--- src/rtl/thfc_pkg.sv ---
`default_nettype none

package thfc_pkg;

  localparam int unsigned BYTE_W = 8;
  localparam int unsigned TEMP_W = 18;
  localparam int unsigned HUM_W  = 17;

  localparam logic [BYTE_W-1:0] CRC_POLY = 8'h31;
  localparam logic [BYTE_W-1:0] CRC_INIT = 8'hFF;

  localparam int unsigned TEMP_SPAN   = 175000;
  localparam int unsigned HUM_SPAN    = 100000;
  localparam int unsigned TEMP_OFFSET = 45000;

  // Stage load enables shared by both lanes.
  typedef struct packed {
    logic s1;
    logic s2;
  } thfc_en_t;

  // One byte through the CRC-8 register, MSB first.
  function automatic logic [BYTE_W-1:0] crc8_byte(input logic [BYTE_W-1:0] v);
    logic [BYTE_W-1:0] acc;
    acc = v;
    for (int i = 0; i < BYTE_W; i++) begin
      if (acc[BYTE_W-1]) begin
        acc = (acc << 1) ^ CRC_POLY;
      end else begin
        acc = acc << 1;
      end
    end
    return acc;
  endfunction

endpackage

`default_nettype wire

--- src/rtl/thfc_lane.sv ---
`default_nettype none

module thfc_lane import thfc_pkg::*; #(
  parameter int unsigned Span = 100000
) (
  input  wire logic                           clk_i,
  input  wire thfc_en_t                       en_i,
  input  wire logic [BYTE_W-1:0]              high_i,
  input  wire logic [BYTE_W-1:0]              low_i,
  input  wire logic [BYTE_W-1:0]              check_i,
  output logic                                ok_o,
  output logic [$clog2(Span+1)-1:0]           value_o
);

  localparam int unsigned RawW  = 2 * BYTE_W;
  localparam int unsigned QW    = $clog2(Span + 1);
  localparam int unsigned ProdW = RawW + QW;
  localparam logic [QW-1:0]    SpanC = QW'(Span);
  localparam logic [RawW:0]    FullC = {1'b0, {RawW{1'b1}}};

  // Stage 1: first CRC byte and the scaling product.
  logic [BYTE_W-1:0] acc_q,   acc_d;
  logic [BYTE_W-1:0] low_q;
  logic [BYTE_W-1:0] check_q;
  logic [ProdW-1:0]  prod_q,  prod_d;

  assign acc_d  = crc8_byte(CRC_INIT ^ high_i);
  assign prod_d = ProdW'({high_i, low_i}) * ProdW'(SpanC);

  always_ff @(posedge clk_i) begin
    if (en_i.s1) begin
      acc_q   <= acc_d;
      low_q   <= low_i;
      check_q <= check_i;
      prod_q  <= prod_d;
    end
  end

  // Stage 2: second CRC byte and division by 65535.
  // With x = a*2^16 + b we have x = a*65535 + (a + b), so the quotient is a
  // plus the small quotient of a + b, which is folded once more.
  logic [QW-1:0]      hi_part;
  logic [QW:0]        fold1;
  logic [QW-RawW:0]   carry1;
  logic [RawW:0]      fold2;
  logic [QW:0]        quot;
  logic               ok_d;
  logic [QW-1:0]      value_d;

  assign hi_part = prod_q[ProdW-1:RawW];
  assign fold1   = (QW+1)'(hi_part) + (QW+1)'(prod_q[RawW-1:0]);
  assign carry1  = fold1[QW:RawW];
  assign fold2   = (RawW+1)'(carry1) + (RawW+1)'(fold1[RawW-1:0]);
  assign quot    = (QW+1)'(hi_part) + (QW+1)'(carry1) + (QW+1)'(fold2 >= FullC);
  assign value_d = quot[QW-1:0];
  assign ok_d    = (crc8_byte(acc_q ^ low_q) == check_q);

  always_ff @(posedge clk_i) begin
    if (en_i.s2) begin
      ok_o    <= ok_d;
      value_o <= value_d;
    end
  end

endmodule

`default_nettype wire

--- src/rtl/thfc_merge.sv ---
`default_nettype none

module thfc_merge import thfc_pkg::*; (
  input  wire logic                     clk_i,
  input  wire logic                     rst_ni,
  input  wire logic                     valid_i,
  output logic                          ready_o,
  input  wire logic                     temp_ok_i,
  input  wire logic [TEMP_W-1:0]        temp_raw_i,
  input  wire logic                     hum_ok_i,
  input  wire logic [HUM_W-1:0]         hum_raw_i,
  output logic                          valid_o,
  input  wire logic                     ready_i,
  output logic                          status_o,
  output logic signed [TEMP_W-1:0]      temp_milli_c_o,
  output logic [HUM_W-1:0]              humidity_milli_rh_o
);

  localparam logic signed [TEMP_W:0] OffsetC = (TEMP_W+1)'(TEMP_OFFSET);

  logic                      valid_q;
  logic                      good;
  logic signed [TEMP_W:0]    temp_wide;
  logic                      status_d;
  logic signed [TEMP_W-1:0]  temp_d;
  logic [HUM_W-1:0]          hum_d;

  assign ready_o   = !valid_q || ready_i;
  assign valid_o   = valid_q;
  assign good      = temp_ok_i && hum_ok_i;
  assign temp_wide = $signed({1'b0, temp_raw_i}) - OffsetC;

  // Either CRC failing zeroes both readings.
  assign status_d = !good;
  assign temp_d   = good ? temp_wide[TEMP_W-1:0] : '0;
  assign hum_d    = good ? hum_raw_i : '0;

  always_ff @(posedge clk_i or negedge rst_ni) begin
    if (!rst_ni) begin
      valid_q <= 1'b0;
    end else if (ready_o) begin
      valid_q <= valid_i;
    end
  end

  always_ff @(posedge clk_i) begin
    if (ready_o && valid_i) begin
      status_o            <= status_d;
      temp_milli_c_o      <= temp_d;
      humidity_milli_rh_o <= hum_d;
    end
  end

endmodule

`default_nettype wire

--- src/rtl/temp_humidity_frame_checker_unit.sv ---
// A beat accepted at the input passes the stage 1, stage 2 and merge registers in turn.
// Throughput: one beat per cycle; each of the three stages holds its own beat,
// so a stalled output only stops the stages behind it once they fill.
// The temperature and humidity lanes run in lockstep and the merge stage
// registers the combined result.
// Reset (rst_ni low, asynchronous) clears all stage valid bits; data is not reset.
`default_nettype none

module temp_humidity_frame_checker_unit import thfc_pkg::*; (
  input  wire logic                     clk_i,
  input  wire logic                     rst_ni,
  input  wire logic                     in_valid_i,
  output logic                          in_ready_o,
  input  wire logic [BYTE_W-1:0]        temp_high_byte_i,
  input  wire logic [BYTE_W-1:0]        temp_low_byte_i,
  input  wire logic [BYTE_W-1:0]        temp_check_byte_i,
  input  wire logic [BYTE_W-1:0]        hum_high_byte_i,
  input  wire logic [BYTE_W-1:0]        hum_low_byte_i,
  input  wire logic [BYTE_W-1:0]        hum_check_byte_i,
  output logic                          out_valid_o,
  input  wire logic                     out_ready_i,
  output logic                          status_o,
  output logic signed [TEMP_W-1:0]      temp_milli_c_o,
  output logic [HUM_W-1:0]              humidity_milli_rh_o
);

  logic              v1_q;
  logic              v2_q;
  logic              merge_ready;
  thfc_en_t          en;
  logic              temp_ok;
  logic              hum_ok;
  logic [TEMP_W-1:0] temp_raw;
  logic [HUM_W-1:0]  hum_raw;

  assign en.s2      = !v2_q || merge_ready;
  assign en.s1      = !v1_q || en.s2;
  assign in_ready_o = en.s1;

  always_ff @(posedge clk_i or negedge rst_ni) begin
    if (!rst_ni) begin
      v1_q <= 1'b0;
      v2_q <= 1'b0;
    end else begin
      if (en.s1) begin
        v1_q <= in_valid_i;
      end
      if (en.s2) begin
        v2_q <= v1_q;
      end
    end
  end

  thfc_lane #(
    .Span (TEMP_SPAN)
  ) u_temp_lane (
    .clk_i   (clk_i),
    .en_i    (en),
    .high_i  (temp_high_byte_i),
    .low_i   (temp_low_byte_i),
    .check_i (temp_check_byte_i),
    .ok_o    (temp_ok),
    .value_o (temp_raw)
  );

  thfc_lane #(
    .Span (HUM_SPAN)
  ) u_hum_lane (
    .clk_i   (clk_i),
    .en_i    (en),
    .high_i  (hum_high_byte_i),
    .low_i   (hum_low_byte_i),
    .check_i (hum_check_byte_i),
    .ok_o    (hum_ok),
    .value_o (hum_raw)
  );

  thfc_merge u_merge (
    .clk_i               (clk_i),
    .rst_ni              (rst_ni),
    .valid_i             (v2_q),
    .ready_o             (merge_ready),
    .temp_ok_i           (temp_ok),
    .temp_raw_i          (temp_raw),
    .hum_ok_i            (hum_ok),
    .hum_raw_i           (hum_raw),
    .valid_o             (out_valid_o),
    .ready_i             (out_ready_i),
    .status_o            (status_o),
    .temp_milli_c_o      (temp_milli_c_o),
    .humidity_milli_rh_o (humidity_milli_rh_o)
  );

endmodule

`default_nettype wire

--- config.mk ---
export PLATFORM = sky130hd
export DESIGN_NAME = temp_humidity_frame_checker_unit
export DESIGN_NICKNAME = d
export VERILOG_FILES = /design/src/rtl/thfc_pkg.sv /design/src/rtl/thfc_lane.sv /design/src/rtl/thfc_merge.sv /design/src/rtl/temp_humidity_frame_checker_unit.sv
export SDC_FILE = /design/constraint.sdc
export NUM_CORES = 1
export LEC_CHECK = 0
export BUFFER_PORTS_ARGS = -buffer_cell sky130_fd_sc_hd__buf_2
export CORE_MARGIN = 8
export CORE_UTILIZATION = 48
export DETAILED_ROUTE_END_ITERATION = 8
export HOLD_SLACK_MARGIN = 0.05
export PLACE_DENSITY = 0.65
export SYNTH_ARGS = -nofsm -noshare
export SYNTH_HDL_FRONTEND = slang
export SYNTH_HIERARCHICAL = 1
export SYNTH_SLANG_ARGS = --single-unit
--- constraint.sdc ---
create_clock -name clk_i -period 7.8 [get_ports clk_i]
set_input_delay 0.78 -clock clk_i [delete_from_list [all_inputs] [get_ports clk_i]]
set_output_delay 0.78 -clock clk_i [all_outputs]
set_load 0.1 [all_outputs]
==> metrics.yaml, run 1 <==
synth_top_cell_by_area: "edfxtp_1"
syn_area_um2: 17000
drtAntennaViolNets: 0
viasPerCell: 5.15
clock_sinks: 180
p_total_mw: 8.25
synth-xor-area-share_pct: 9.23
ys_seq_elements: 180
synth-simple-area-share_pct: 8.48
path_clk_slew_ns: 0.07
syn2layout_area_growth_pct: 9.15
fmax_mhz: 152
async_flop_share_pct: 1.67
antenna_found_initial: 0
cp_max_fo: 5
synth_compound_area_share_pct: 8.67
syn_avg_cell_area_um2: 11.1
final_util_pct: 52.6
cp_slowest_stage_delay_ns: 0.48
maxCapViolations: 0
rrSetupSlack_ns: 1.23
firstDrtPassIters: 5
core_area_um2: 35200
setup_tns_ns: 0
synthFlopType: "edfxtp_1"
numCtsBuffers: 17
grt_use_total_pct: 16.6
final_common_cell: "inv_1"
cts_root_buf: "clkbuf_16"
drc: 0
htree_levels: 4
reg2reg_from: "u_temp_lane/prod_q[19]"
hold_ws_ns: 0.131
insertion_delay_ns: 0.43
fillerInstances: 3094
slew_viol_final: 0
slowest_stage: "a211oi_1"
ys_types: 82
combPwrFrac_pct: 67.1
path_delay_family: "compound AO/OA/AOI/OAI gates"
rsz0062_at_grt: "false"
place_area_um2: 18000
grt_pass1_wl_um: 55900
die_w_um: 204
clock_path_buffers: 2
ys_warn_count: 6
fin_skew_ns: 0.0102
synth_top_cell_area_share_pct: 31.3
diodes: 0
timing.final.crit_period_ns: 6.57
postCtsSetupRepairBufs: 0
die_y_um: 204
cp_common_cell: "fa_1"
synthMuxAreaShare_pct: 0.243
start_util_pct: 48.2
p_sw_share_pct: 46.6
final_nets: 2076
p_clk_share_pct: 10.0
cts.repair.resized: 0
ctsHoldBuffers: 0
synth_nets: 1977
grt_max_degree: 70
worst_slew_pin_slew_ns: 0.867
drt-initial-drc-count: 496
p_switching_mw: 3.84
p_seq_share_pct: 22.9
finalInstanceArea_um2: 18500
path_class: "reg2reg"
internal_power_mw: 4.41
layout_common_cells: "inv_1 (276), ha_1 (258), edfxtp_1 (177)"
first_global_vias: 11200
grt_overflow: 0
post_drt_wl_per_cell_um: 15.8
leakage_nw: 8.73
cp-start-kind: "register"
crit_arrival_ns: 6.74
min_period_over_period_pct: 84.2
synth_top_family_by_area: "adder cells"
setup_violations: 0
synth_fa_ha_area_share_pct: 35.2
relSlewSlack_pct: 42.2
required_ns: 7.97
r2r_cells: 26
die-area_um2: 41600
reg2reg_to: "u_temp_lane/value_o[16]"
synth-edff-count: 177
status: "complete, no violations"
ys_top_cells_by_area: "edfxtp_1 (31%), ha_1 (19%), fa_1 (16%), xnor2_1 (6.4%), inv_1 (6.1%)"
hold_viol_final: 0
routed_wl_um: 33300
place_congestion: 0.865
yosysSeqAreaShare_pct: 31.8
ir_drop_mv: 0.294
cp_num_buf_inv: 2
cts_tree: "yes"
endpoint_kind: "register"
via_count: 10800
dp_hpwl_um: 28200
hold_path_class: "in2async"
power.density_nw_per_um2: 445
drive_gt1_share_pct: 9.14
rows: 69
io_pins: 90
synth_cells: 1530
io_buffers: 89
[worst max-delay path by stage]
stage	start	to	slack (ns)	depth (start not counted)
after global routing	u_temp_lane/prod_q[19]	u_temp_lane/value_o[14]	0.72	26
after global placement	u_temp_lane/prod_q[19]	u_temp_lane/value_o[16]	1.46	27
final	u_temp_lane/prod_q[19]	u_temp_lane/value_o[16]	1.23	26
after floorplan	u_temp_lane/prod_q[19]	u_temp_lane/value_o[16]	1.88	27
after CTS	u_temp_lane/prod_q[19]	u_temp_lane/value_o[16]	1.23	26
after detailed placement	u_temp_lane/prod_q[19]	u_temp_lane/value_o[16]	1.25	26
[cell families after synthesis]
group	count (synthesis)
xor+xnor	179
mux	4
simple gates	276
compound gates	208
flops	180
fa+ha+maj	395
buf+inv	288
[cell usage after synthesis, types with 4 or more instances]
cell,number
fa_1,137
xor2_1,55
ha_1,258
a31oi_1,9
nand2b_1,12
nor4_1,4
inv_1,276
o211ai_1,4
a211o_1,4
nor2b_1,12
and3_1,42
a21o_1,25
or3_1,7
o21ai_0,23
nor3_1,21
nor3b_1,6
a2111oi_0,4
a21oi_1,63
o21a_1,11
o31ai_1,5
edfxtp_1,177
xnor2_1,124
a211oi_1,5
nand3_1,28
o21bai_1,7
nand2_1,46
nor2_1,66
clkbuf_1,8
o21ai_1,6
nand4_1,14
[worst reg2reg max path, delay by kind of cell, from the launching register on]
family / cells / cell delay [ns]
flip-flops: 1 / 0.45
AO/OA/AOI/OAI: 11 / 2.54
multiplexers: 1 / 0.15
adder cells (fa/ha/maj): 5 / 1.83
AND/OR/NAND/NOR: 6 / 1.05
buffers and inverters: 2 / 0.14
XOR/XNOR: 1 / 0.14
[power groups by stage]
stage	combinational, mW	clock, mW	sequential [mW]
final	5.53	0.822	1.89
after global routing	6.26	0.879	1.93
after CTS	5.57	0.845	1.89
after detailed placement	5.52	0	1.91
after global placement	5.45	0	1.90
after floorplan	4.25	0	1.93
[flip-flops by register name, indices dropped and copies added (netlist names), 8 cells and up]
| register | flops |
|---|---|
| u_temp_lane/low_q | 8 |
| u_temp_lane/check_q | 8 |
| u_temp_lane/prod_q | 30 |
| u_merge/humidity_milli_rh_o | 17 |
| u_hum_lane/acc_q | 8 |
| u_hum_lane/value_o | 17 |
| u_hum_lane/low_q | 8 |
| u_hum_lane/check_q | 8 |
| u_temp_lane/acc_q | 8 |
| u_merge/temp_milli_c_o | 18 |
| u_hum_lane/prod_q | 26 |
| u_temp_lane/value_o | 18 |
[cell type report]
class                      count  area, um^2  share of cell area [%]
inverter                     276        1040                    5.59
multi-input combinational   1062       10500                    56.7
clock inverter                13         126                   0.682
timing repair buffer          92         468                    2.53
clock buffer                  19         433                    2.34
tap                          461         577                    3.11
sequential                   180        5390                    29.1
[per-stage QoR]
stage	setup WS [ns]	instances
floorplan	1.88	1530
global placement	1.46	2071
detailed placement	1.25	2071
CTS	1.23	2103
global route	0.719	2103
finish	1.23	2103
[per-layer routing]
layer	vias up	track usage, %	share of wire (%)
met3	15	3.33	5.2
met4	0	3.09	0.61
met5	-	0	0
met2	188	27.4	47
li1	5437	-	-
met1	5199	22.7	47
(Power assumes the default switching activity.)
==> run 2: changes to the inputs <==
--- a/config.mk
+++ b/config.mk
@@ -10,7 +10,7 @@
 export CORE_UTILIZATION = 48
 export DETAILED_ROUTE_END_ITERATION = 8
 export HOLD_SLACK_MARGIN = 0.05
-export PLACE_DENSITY = 0.65
+export PLACE_DENSITY = 0.68
 export SYNTH_ARGS = -nofsm -noshare
 export SYNTH_HDL_FRONTEND = slang
 export SYNTH_HIERARCHICAL = 1
==> constraint.sdc (replaced) <==
create_clock -name clk_i -period 5.85 [get_ports clk_i]
set_input_delay 0.585 -clock clk_i [delete_from_list [all_inputs] [get_ports clk_i]]
set_output_delay 0.585 -clock clk_i [all_outputs]
set_load 0.1 [all_outputs]
==> run 2 against run 1 <==
Sequential cell count is the same. Clock skew is 0.0023 ns higher. Non-clock buffer count rose by 49. Clock power is 42% higher. Cell count is 2.3% higher. Utilization grew 1.4 points. Setup slack worse by 1.2 ns. Clock-buffer cell count fell by 1. Routed wire length grew 1.4%. Via count up 3.5%. The run now ends with negative setup slack left.
==> metrics.yaml, run 2 (synthesized netlist as in run 1, its figures left out) <==
leakage_nw: 9.01
regMostFlops: "u_temp_lane/prod_q"
cp-start-kind: "register"
final_common_cell: "inv_1"
violations: "negative setup slack"
viasPerCell: 5.21
rsz0062_at_grt: "true"
insertion_delay_ns: 0.43
min_period_over_period_pct: 100
htree_levels: 4
grt_max_degree: 64
post_drt_wl_per_cell_um: 15.7
die_y_um: 204
syn2layout_area_growth_pct: 12.1
diodes: 0
r2r_cells: 27
timing.final.crit_period_ns: 5.87
worst_slack_ns: -0.0163
ir_drop_mv: 0.404
reg2reg_to: "u_temp_lane/value_o[14]"
ff_latch_area_um2: 5390
cts_root_buf: "clkbuf_16"
io_buffers: 89
firstDrtPassIters: 5
fin_skew_ns: 0.0125
cts_tree: "yes"
place_congestion: 0.896
final_nets: 2125
path_class: "reg2reg"
cp_max_fo: 4
fmax_mhz: 170
relSlewSlack_pct: 48.1
dpl_worst_slack_ns: -0.394
antenna_found_initial: 0
numCtsBuffers: 17
grt_overflow: 0
cp_num_buf_inv: 1
core_area_um2: 35200
fillerInstances: 3046
path_clk_slew_ns: 0.07
rows: 69
cp_slowest_stage_delay_ns: 0.41
largest_reg_flops: 30
holdPathStages: 1
power.density_nw_per_um2: 612
path_delay_family: "compound AO/OA/AOI/OAI gates"
hp-start: "temp_check_byte_i[1]"
setup_tns_ns: -0.0292
endpoint_kind: "register"
place_area_um2: 18300
die_w_um: 204
die-area_um2: 41600
via_count: 11200
hold_path_class: "in2reg"
maxCapViolations: 0
clock_path_buffers: 2
first_global_vias: 11600
multiInputGateArea_um2: 10600
crit_arrival_ns: 6.04
drtAntennaViolNets: 0
grt_use_total_pct: 16.5
top_regs: "u_temp_lane/prod_q x30, u_hum_lane/prod_q x26"
reg2reg_from: "u_temp_lane/prod_q[19]"
hold_viol_final: 0
hold_end: "u_temp_lane/check_q[1]"
dp_hpwl_um: 28600
clock_sinks: 180
drt-initial-drc-count: 525
setup_violations: 3
drive_gt1_share_pct: 12.8
routed_wl_um: 33700
start_util_pct: 48.2
slew_viol_final: 0
rrSetupSlack_ns: -0.02
required_ns: 6.02
worst_slew_pin_slew_ns: 0.778
finalInstanceArea_um2: 19000
io_pins: 90
status: "finished, violations left"
slowest_stage: "fa_2"
drc: 0
worstSetupPathDepth: 27
layout_common_cells: "inv_1 (275), ha_1 (256), edfxtp_1 (177)"
grt_pass1_wl_um: 56000
==> run 2: through the flow <==
step / power [mW] / instances / util, % / hold slack, ns
final: 11.6 / 2152 / 54.0 / 0.326
after global routing: 12.7 / 2152 / 54.0 / 0.310
after CTS: 11.5 / 2145 / 53.8 / 0.306
after detailed placement: 10.2 / 2109 / 51.8 / 0.386
after global placement: 10.0 / 2109 / 51.8 / 0.382
after floorplan: 8.25 / 1530 / - / 0.289
==> run 2: worst max-delay path by stage <==
stage	startpoint	to	slack, ns
6_report	u_temp_lane/prod_q[19]	u_temp_lane/value_o[14]	-0.02
5_1_grt	u_temp_lane/prod_q[19]	u_temp_lane/value_o[14]	-0.35
4_1_cts	u_temp_lane/prod_q[19]	u_temp_lane/value_o[14]	-0.13
3_5_place_dp	u_temp_lane/low_q[0]	u_temp_lane/value_o[14]	-0.39
3_3_place_gp	u_temp_lane/low_q[0]	u_temp_lane/value_o[16]	-0.17
2_1_floorplan	u_temp_lane/prod_q[19]	u_temp_lane/value_o[16]	0.03
==> run 2: layout make-up <==
cell class	count	area share, %
sequential	180	28.3
clock inverter	14	0.927
clock buffer	18	2.25
multi-input combinational	1062	55.6
inverter	276	5.44
timing repair buffer	141	4.40
tap	461	3.03
==> run 2: timing repair <==
action	4_1_cts	5_1_grt
gates resized for setup	8	12
setup buffers	4	7
hold buffers	1	0
pin swaps	16	8
hold endpoints to repair	3	0
endpoints found under the setup margin	14	20
==> run 2: report_power, final <==
| part | leakage (nW) | switching (mW) | internal, mW |
|---|---|---|---|
| logic | 6.88 | 4.49 | 3.47 |
| registers | 1.84 | 0.332 | 2.19 |
| clock network | 0.287 | 0.489 | 0.678 |
==> run 2: layer usage <==
layer | global-route usage [%] | part of all wire [%] | wire (um) | vias up
li1 | - | - | - | 5535
met1 | 22.6 | 48 | 16100 | 5445
met2 | 26.8 | 47 | 15700 | 198
met3 | 2.65 | 4.4 | 1470 | 36
met4 | 4.40 | 1.4 | 489 | 0
met5 | 0 | 0 | 0 | -
